<file path="src/rtl/cswk_pkg.sv">
// shared types and constants of the crab steer wheel kinematics block
// no dependencies
package cswk_pkg;

	localparam int unsigned AtanLen   = 24;
	localparam int unsigned InShift   = 12;
	localparam logic [31:0] GainQ32   = 32'd2608131496;
	localparam int unsigned DivBits   = 28;

	localparam logic [1:0] RegWheelRadius = 2'd0;
	localparam logic [1:0] RegSpeedThr    = 2'd1;
	localparam logic [1:0] RegForceLimit  = 2'd2;

	localparam logic [15:0] RadiusReset = 16'd410;
	localparam logic [15:0] ThrReset    = 16'd3;
	localparam logic [15:0] ForceReset  = 16'd1280;

	// vector after pre-rotation into the right half plane
	typedef struct packed {
		logic signed [31:0] x;
		logic signed [31:0] y;
		logic [31:0]        z;
	} cswk_item_t;

	typedef logic [31:0] atan_tab_t [AtanLen];

	localparam atan_tab_t AtanTab = '{
		32'h20000000, 32'h12E4051E, 32'h09FB385B, 32'h051111D4,
		32'h028B0D43, 32'h0145D7E1, 32'h00A2F61E, 32'h00517C55,
		32'h0028BE53, 32'h00145F2F, 32'h000A2F98, 32'h000517CC,
		32'h00028BE6, 32'h000145F3, 32'h0000A2FA, 32'h0000517D,
		32'h000028BE, 32'h0000145F, 32'h00000A30, 32'h00000518,
		32'h0000028C, 32'h00000146, 32'h000000A3, 32'h00000051
	};

endpackage

</file>
<file path="src/rtl/crab_steer_wheel_kinematics.sv">
// channel | direction | signals
// in      | input     | in_valid, in_ready, vel_x, vel_y
// out     | output    | out_valid, out_ready, steer_angle, wheel_rate, spin_saturated, force_limit
// cfg     | apb       | psel, penable, pwrite, paddr, pwdata, prdata, pready
// the back end works a beat through the cordic loop (iteration count capped at 24), multiply,
// rounding, 28-step divide and output load; the back end handles one beat at a time.
// the front stage and a two-entry queue keep taking beats while the back end works.
// reset clears the held heading and loads the register defaults; no clearing pass.
// a stalled output holds its beat; the back end waits for it before loading the next result.
// top level of the crab steer wheel kinematics block
// depends on cswk_pkg, cswk_front, cswk_queue, cswk_back
module crab_steer_wheel_kinematics
	import cswk_pkg::*;
#(
	parameter int unsigned CORDIC_ITERATIONS = 16
) (
	input  logic               clk,
	input  logic               arst_n,
	input  logic               in_valid,
	output logic               in_ready,
	input  logic signed [15:0] vel_x,
	input  logic signed [15:0] vel_y,
	output logic               out_valid,
	input  logic               out_ready,
	output logic signed [15:0] steer_angle,
	output logic [15:0]        wheel_rate,
	output logic               spin_saturated,
	output logic [15:0]        force_limit,
	input  logic               psel,
	input  logic               penable,
	input  logic               pwrite,
	input  logic [3:0]         paddr,
	input  logic [31:0]        pwdata,
	output logic [31:0]        prdata,
	output logic               pready
);

	localparam int unsigned Iters = (CORDIC_ITERATIONS > AtanLen) ? AtanLen : CORDIC_ITERATIONS;

	logic [15:0] radius_q, thr_q, force_q;
	logic [1:0]  idx;
	logic        f_valid, f_ready, b_valid, b_ready;
	cswk_item_t  f_item, b_item;
	logic [15:0] angle_u;

	assign pready = 1'b1;
	assign idx    = paddr[3:2];

	always_ff @(posedge clk or negedge arst_n) begin
		if (!arst_n) begin
			radius_q <= RadiusReset;
			thr_q    <= ThrReset;
			force_q  <= ForceReset;
		end else if (psel && penable && pwrite) begin
			case (idx)
				RegWheelRadius: radius_q <= pwdata[15:0];
				RegSpeedThr:    thr_q    <= pwdata[15:0];
				RegForceLimit:  force_q  <= pwdata[15:0];
				default:        ;
			endcase
		end
	end

	always_comb begin
		case (idx)
			RegWheelRadius: prdata = {16'h0, radius_q};
			RegSpeedThr:    prdata = {16'h0, thr_q};
			RegForceLimit:  prdata = {16'h0, force_q};
			default:        prdata = 32'h0;
		endcase
	end

	cswk_front u_front (
		.clk(clk), .arst_n(arst_n),
		.in_valid(in_valid), .in_ready(in_ready),
		.vel_x(vel_x), .vel_y(vel_y),
		.item_valid(f_valid), .item_ready(f_ready), .item(f_item)
	);

	cswk_queue u_queue (
		.clk(clk), .arst_n(arst_n),
		.wr_valid(f_valid), .wr_ready(f_ready), .wr_item(f_item),
		.rd_valid(b_valid), .rd_ready(b_ready), .rd_item(b_item)
	);

	cswk_back #(.Iters(Iters)) u_back (
		.clk(clk), .arst_n(arst_n),
		.item_valid(b_valid), .item_ready(b_ready), .item(b_item),
		.wheel_radius(radius_q), .speed_threshold(thr_q), .spin_force_limit(force_q),
		.out_valid(out_valid), .out_ready(out_ready),
		.steer_angle(angle_u), .wheel_rate(wheel_rate),
		.spin_saturated(spin_saturated), .force_limit(force_limit)
	);

	assign steer_angle = signed'(angle_u);

endmodule

</file>
<file path="src/rtl/cswk_front.sv">
// front end: takes velocity beats, scales them and turns them into the right half plane
// depends on cswk_pkg
module cswk_front
	import cswk_pkg::*;
(
	input  logic              clk,
	input  logic              arst_n,
	input  logic              in_valid,
	output logic              in_ready,
	input  logic signed [15:0] vel_x,
	input  logic signed [15:0] vel_y,
	output logic              item_valid,
	input  logic              item_ready,
	output cswk_item_t        item
);

	logic       valid_s1;
	cswk_item_t item_s1;
	logic signed [31:0] sx, sy;
	cswk_item_t pre;

	assign sx = 32'(vel_x) <<< InShift;
	assign sy = 32'(vel_y) <<< InShift;

	always_comb begin
		pre.x = sx;
		pre.y = sy;
		pre.z = 32'h0;
		if (sx < 0) begin
			if (sy >= 0) begin
				pre.x = sy;
				pre.y = -sx;
				pre.z = 32'h40000000;
			end else begin
				pre.x = -sy;
				pre.y = sx;
				pre.z = 32'hC0000000;
			end
		end
	end

	assign in_ready   = !valid_s1 || item_ready;
	assign item_valid = valid_s1;
	assign item       = item_s1;

	always_ff @(posedge clk or negedge arst_n) begin
		if (!arst_n) begin
			valid_s1 <= 1'b0;
		end else if (in_ready) begin
			valid_s1 <= in_valid;
		end
	end

	always_ff @(posedge clk) begin
		if (in_valid && in_ready) begin
			item_s1 <= pre;
		end
	end

endmodule

</file>
<file path="src/rtl/cswk_queue.sv">
// two-entry queue between the front end and the cordic back end
// depends on cswk_pkg
module cswk_queue
	import cswk_pkg::*;
(
	input  logic       clk,
	input  logic       arst_n,
	input  logic       wr_valid,
	output logic       wr_ready,
	input  cswk_item_t wr_item,
	output logic       rd_valid,
	input  logic       rd_ready,
	output cswk_item_t rd_item
);

	cswk_item_t mem_q [2];
	logic       wptr_q, rptr_q;
	logic [1:0] count_q;
	logic       push, pop;

	assign wr_ready = (count_q != 2'd2);
	assign rd_valid = (count_q != 2'd0);
	assign rd_item  = mem_q[rptr_q];
	assign push     = wr_valid && wr_ready;
	assign pop      = rd_valid && rd_ready;

	always_ff @(posedge clk or negedge arst_n) begin
		if (!arst_n) begin
			wptr_q  <= 1'b0;
			rptr_q  <= 1'b0;
			count_q <= 2'd0;
		end else begin
			if (push) wptr_q <= !wptr_q;
			if (pop) rptr_q <= !rptr_q;
			case ({push, pop})
				2'b10:   count_q <= count_q + 2'd1;
				2'b01:   count_q <= count_q - 2'd1;
				default: count_q <= count_q;
			endcase
		end
	end

	always_ff @(posedge clk) begin
		if (push) begin
			mem_q[wptr_q] <= wr_item;
		end
	end

endmodule

</file>
<file path="src/rtl/cswk_back.sv">
// back end: iterative cordic vectoring, gain multiply, heading hold and serial divide
// depends on cswk_pkg
module cswk_back
	import cswk_pkg::*;
#(
	parameter int unsigned Iters = 16
) (
	input  logic        clk,
	input  logic        arst_n,
	input  logic        item_valid,
	output logic        item_ready,
	input  cswk_item_t  item,
	input  logic [15:0] wheel_radius,
	input  logic [15:0] speed_threshold,
	input  logic [15:0] spin_force_limit,
	output logic        out_valid,
	input  logic        out_ready,
	output logic [15:0] steer_angle,
	output logic [15:0] wheel_rate,
	output logic        spin_saturated,
	output logic [15:0] force_limit
);

	typedef enum logic [2:0] {
		IDLE, ROT, MUL, MAG, DIV, DONE
	} state_t;

	localparam int unsigned ItW = $clog2(AtanLen);
	localparam logic [ItW-1:0] LastIt = ItW'(Iters - 1);
	localparam logic [4:0] LastDiv = 5'(DivBits - 1);

	state_t             state_q;
	logic signed [31:0] x_q, y_q;
	logic [31:0]        z_q;
	logic [ItW-1:0]     it_q;
	logic [63:0]        prod_q;
	logic [15:0]        held_q;
	logic [27:0]        dvd_q;
	logic [27:0]        quo_q;
	logic [15:0]        rem_q;
	logic [4:0]         dcnt_q;

	logic signed [31:0] dx, dy;
	logic [31:0]        ux;
	logic [63:0]        rnd;
	logic [19:0]        mag_raw;
	logic [15:0]        mag;
	logic [15:0]        heading;
	logic [16:0]        rem_sh;
	logic               ge;
	logic [27:0]        quo_nx;

	assign dx      = y_q >>> it_q;
	assign dy      = x_q >>> it_q;
	assign ux      = (x_q > 0) ? x_q : 32'h0;
	assign rnd     = prod_q + (64'd1 << 43);
	assign mag_raw = rnd[63:44];
	assign mag     = (mag_raw > 20'd65535) ? 16'hFFFF : mag_raw[15:0];
	assign heading = 16'((z_q + 32'h8000) >> 16);
	assign rem_sh  = {rem_q, dvd_q[27]};
	assign ge      = rem_sh >= {1'b0, wheel_radius};
	assign quo_nx  = {quo_q[26:0], ge};

	assign item_ready = (state_q == IDLE);

	always_ff @(posedge clk or negedge arst_n) begin
		if (!arst_n) begin
			state_q        <= IDLE;
			held_q         <= 16'h0;
			out_valid      <= 1'b0;
			it_q           <= '0;
			dcnt_q         <= 5'd0;
			x_q            <= '0;
			y_q            <= '0;
			z_q            <= '0;
			prod_q         <= '0;
			dvd_q          <= '0;
			quo_q          <= '0;
			rem_q          <= '0;
			steer_angle    <= 16'h0;
			wheel_rate     <= 16'h0;
			spin_saturated <= 1'b0;
			force_limit    <= 16'h0;
		end else begin
			// a beat taken while the next one is loaded keeps valid high
			if (out_valid && out_ready && state_q != DONE) out_valid <= 1'b0;
			case (state_q)
				IDLE: begin
					if (item_valid) begin
						x_q     <= item.x;
						y_q     <= item.y;
						z_q     <= item.z;
						it_q    <= '0;
						state_q <= ROT;
					end
				end
				ROT: begin
					if (y_q >= 0) begin
						x_q <= x_q + dx;
						y_q <= y_q - dy;
						z_q <= z_q + AtanTab[it_q];
					end else begin
						x_q <= x_q - dx;
						y_q <= y_q + dy;
						z_q <= z_q - AtanTab[it_q];
					end
					it_q <= it_q + 1'b1;
					if (it_q == LastIt) state_q <= MUL;
				end
				MUL: begin
					prod_q  <= 64'(ux) * 64'(GainQ32);
					state_q <= MAG;
				end
				MAG: begin
					if (mag > speed_threshold) held_q <= heading;
					dvd_q   <= {mag, 12'h0};
					quo_q   <= '0;
					rem_q   <= '0;
					dcnt_q  <= 5'd0;
					state_q <= DIV;
				end
				DIV: begin
					// restoring divide, one quotient bit per cycle
					rem_q  <= ge ? 16'(rem_sh - {1'b0, wheel_radius}) : rem_sh[15:0];
					quo_q  <= quo_nx;
					dvd_q  <= {dvd_q[26:0], 1'b0};
					dcnt_q <= dcnt_q + 5'd1;
					if (dcnt_q == LastDiv) state_q <= DONE;
				end
				DONE: begin
					if (!out_valid || out_ready) begin
						out_valid   <= 1'b1;
						steer_angle <= 16'(16'h0 - held_q);
						if (wheel_radius == 16'h0 || quo_q[27:16] != 12'h0) begin
							wheel_rate     <= 16'hFFFF;
							spin_saturated <= 1'b1;
						end else begin
							wheel_rate     <= quo_q[15:0];
							spin_saturated <= 1'b0;
						end
						force_limit <= spin_force_limit;
						state_q     <= IDLE;
					end
				end
				default: state_q <= IDLE;
			endcase
		end
	end

endmodule

</file>
<file path="config.mk">
export PLATFORM = sky130hd
export DESIGN_NAME = crab_steer_wheel_kinematics
export DESIGN_NICKNAME = d
export VERILOG_FILES = /design/src/rtl/cswk_pkg.sv /design/src/rtl/crab_steer_wheel_kinematics.sv /design/src/rtl/cswk_front.sv /design/src/rtl/cswk_queue.sv /design/src/rtl/cswk_back.sv
export SDC_FILE = /design/constraint.sdc
export NUM_CORES = 2
export LEC_CHECK = 0
export BUFFER_PORTS_ARGS = -buffer_cell sky130_fd_sc_hd__buf_4
export CAP_MARGIN = 30
export CORE_UTILIZATION = 59
export CTS_CLUSTER_SIZE = 8
export DETAILED_ROUTE_END_ITERATION = 7
export PLACE_DENSITY = 0.79
export SLEW_MARGIN = 25
export SYNTH_ARGS = -nofsm -noshare
export SYNTH_HDL_FRONTEND = slang
export SYNTH_SLANG_ARGS = --single-unit
</file>
<file path="constraint.sdc">
create_clock -name clk -period 8.3 [get_ports clk]
set_input_delay 1.66 -clock clk [delete_from_list [all_inputs] [get_ports clk]]
set_output_delay 1.66 -clock clk [all_outputs]
set_load 0.005 [all_outputs]
</file>
==> summary.txt <==
Layout
  • Final cell count without fillers: about 6,600
  • Fill cells: around 6,300
  • Final Cell Area: 55,500 µm²
  • Nets: 6,467
  • Layout area overhead: 13.0%
  • N_diodes: 0
  • Layout cells sized above 1: between 10% and 20%

Worst setup path
  • Startpoint types: register
  • CP delay by family, top: adder cells
  • CP max stage cell: fa_1
  • Worst Path Buf+Inv: 8
  • Critical path endpoint category: register
  • Crit Path Category: reg -> reg
  • R2R setup slack: -0.09 ns
  • Worst Path Required: roughly 8.8 ns
  • Critical R2R Capture: u_back.prod_q[63]$_DFFE_PN0N_
  • RR Startpoint: u_back.x_q[2]$_DFFE_PN0P_
  • Crit path depth: 32
  • Worst Path Arrival: around 9 ns
  • Reg2reg path depth: 32
  • CP max stage delay: about 0.55 ns
  • Max Fanout on Critical Path: 8
  • Most common cell on crit path: fa_1

Synth
  • XOR/XNOR Fraction of Synth Area: 4.56%
  • Most used DFF post-synth: dfrtp_1
  • Mux contribution to synthesized area: under 10%
  • Seq/Total Area, Yosys: 23.3%
  • Most frequent cells after synthesis: inv_1 (819), nand2_1 (530), ha_1 (494), fa_1 (458), dfrtp_1 (300)
  • Synth Area in Simple Gates: a little over a tenth
  • Synthesized-area fraction occupied by adder cells: a little under a third
  • Ranking of synthesized cells by area: fa_1 (19%), dfrtp_1 (15%), ha_1 (13%), edfxtp_1 (7.5%), inv_1 (6.3%)
  • Avg Cell Area, Syn: about 9.5 µm²
  • Yosys top cell by area: fa_1
  • Post-Syn Area: approximately 49,000 µm²
  • Synth top area share: 18.7%
  • Synthesis-stage register bit count: 432
  • Synth unique cells: 94
  • Compound-gate portion of the synthesized area: between 10% and 20%
  • Most numerous cell in the Yosys netlist: inv_1
  • Number of flops mapped to enable cells by yosys: 123
  • Fraction of registers with async set/reset: a little under three quarters
  • Post-Synthesis Cells: ~5,200
  • Warnings from Yosys: 0
  • Largest family of logic cells by synthesized area: adder cells

CTS
  • Clock Latency Late Sink: about 0.65 ns
  • H-tree lvl count: 2
  • CTS sink cnt: 432
  • Maximum clock insertion buffer count: 3
  • Clock transition at path regs: around 0.050 ns
  • TritonCTS clock tree: built
  • CTS Buf Count: 60
  • Root buffer cell: clkbuf_16
  • Hold_buf cts: 0

Placed design
  • # placed instances: around 6,400
  • Placement Cell Area: 52,900 µm²
  • Hpwl dp: about 110 mm
  • Port bufs: approximately 120
  • Routability Congestion: 1.03
  • Pre-CTS worst setup slack: -0.409 ns

STA
  • # setup viols final: 2
  • RSZ-0062 raised after global routing: true
  • Hold Slack: 0.418 ns
  • Slew margin rel.: between 30% and 40%
  • Final min period: between 8 and 9 ns
  • Final Max Tran Viols: 0
  • Worst Tran Pin Value: roughly 0.93 ns
  • Worst Skew: 0.0562 ns
  • Hold Vio Cnt, Final: 0
  • Setup ws final: -0.0927 ns
  • Final Cycle Share: 101%
  • F_max: approximately 120 MHz

Routing
  • Vias: 39,840
  • Drt drc: 0
  • DRT iter0 DRCs: roughly 3,600
  • DR WL/cell: 21.1 µm
  • First-pass iteration count of the detailed router: 6
  • Vias per cell: a little over 6
  • Routed wire length: approximately 140 mm
  • Antenna-violating nets left: 0

Global routing
  • Total GRT Usage: roughly 33%
  • Largest net degree at the start of global routing: 130
  • Number of global-route vias before repair: slightly below 40,000
  • First-pass GRT wire length: 218 mm
  • Grt ovf: 0
  • Initial antenna violation count: 2

Run status
  • Failing checks: negative setup slack
  • Outcome: complete, but fails checks

Floorplan
  • Core Box Area: a little over 80,000 µm²
  • Die Area: 84,400 µm²
  • Die height: around 290 µm
  • Initial Utilization: between 50% and 60%
  • Site Rows: approximately 110
  • Top-Level Pins: around 160
  • Die X-Extent: just under 300 µm

Worst hold path
  • WHS Path Cells: 0
  • WHS Endpoint: u_queue.mem_q[1][82]$_DFFE_PP_
  • Hold path start: u_front.item[82]$_DFFE_PP_
  • Class of the worst hold path: reg -> reg

Flow run
  • Max Cap Violations: 0
[repair_timing]
item / in CTS / in global routing
gates resized for setup: 24 / 95
gates cloned: 0 / 1
endpoints found under the setup margin: 13 / 16
setup buffers: 2 / 11
pin swaps: 2 / 63
[cell families after synthesis]
logic type      Yosys count
flops                   432
xor+xnor                254
buf+inv                1049
fa+ha+maj               952
simple gates           1156
other cells               2
mux                     298
compound gates         1007
[worst max-delay path by stage]
stage | startpoint | end | slack, ns
5_1_grt | u_back.x_q[2]$_DFFE_PN0P_ | u_back.prod_q[63]$_DFFE_PN0N_ | -0.34
2_1_floorplan | u_back.x_q[3]$_DFFE_PN0P_ | u_back.prod_q[63]$_DFFE_PN0N_ | 0.01
6_report | u_back.x_q[2]$_DFFE_PN0P_ | u_back.prod_q[63]$_DFFE_PN0N_ | -0.09
3_5_place_dp | u_back.x_q[26]$_DFFE_PN0P_ | u_back.prod_q[63]$_DFFE_PN0N_ | -0.41
3_3_place_gp | u_back.x_q[26]$_DFFE_PN0P_ | u_back.prod_q[63]$_DFFE_PN0N_ | -0.34
4_1_cts | u_back.x_q[0]$_DFFE_PN0P_ | u_back.prod_q[63]$_DFFE_PN0N_ | -0.04
[cell usage in the layout, fill, tap and decap left out, types with 41 or more instances in the layout]
| cell | n |
|---|---|
| a21o_1 | 61 |
| a21oi_1 | 199 |
| buf_4 | 406 |
| clkbuf_1 | 47 |
| clkbuf_16 | 61 |
| dfrtp_1 | 293 |
| edfxtp_1 | 123 |
| fa_1 | 451 |
| ha_1 | 465 |
| inv_1 | 800 |
| mux2_2 | 87 |
| mux2i_1 | 127 |
| mux4_2 | 82 |
| nand2_1 | 511 |
| nand2b_1 | 41 |
| nand3_1 | 57 |
| nor2_1 | 211 |
| nor3_1 | 49 |
| o211ai_1 | 58 |
| o21ai_0 | 289 |
| o22ai_1 | 43 |
| xnor2_1 | 136 |
| xor2_1 | 117 |
[worst reg2reg max path, delay by kind of cell (launching register included)]
kind                       cells  cell delay (ns)
AOI/OAI and AO/OA              6             1.19
adders and majority gates      9             4.01
buffers and inverters          8             0.90
DFF                            1             0.42
and+or+nand+nor                9             1.79
[layout make-up]
type,count,area (µm²),area share (%)
Clock buffer,106,1670,3.02
Clock inverter,4,87.6,0.158
Inverter,819,3100,5.58
Multi-Input combinational cell,3700,34400,62.0
Sequential cell,432,11500,20.6
Tap cell,1070,1340,2.41
Timing Repair Buffer,427,3430,6.18
[flip-flops by register name, summed over array words and instances (netlist names), 21 cells and up]
name / flops
u_back.y_q: 32
u_back.quo_q: 28
u_front.item: 41
u_queue.mem_q: 82
u_back.z_q: 32
u_back.prod_q: 21
u_back.x_q: 32
[stage by stage]
stage                     setup TNS (ns)  util, %
final                            -0.0935     67.5
after global routing               -2.35     67.5
after CTS                        -0.0484     66.6
after detailed placement           -2.40     64.3
after global placement             -1.64     64.3
after floorplan                        0        -
[routing by layer]
metal	up-vias	share of wire [%]	GRT usage (%)
li1	18120	-	-
met1	19572	42	45.5
met2	1829	45	50.6
met3	313	9.9	7.44
met4	6	3.4	10.6
met5	-	0.10	0.964
Power is not shown: default switching activity piles up to over one toggle a cycle in this logic, so the estimate is an artifact.
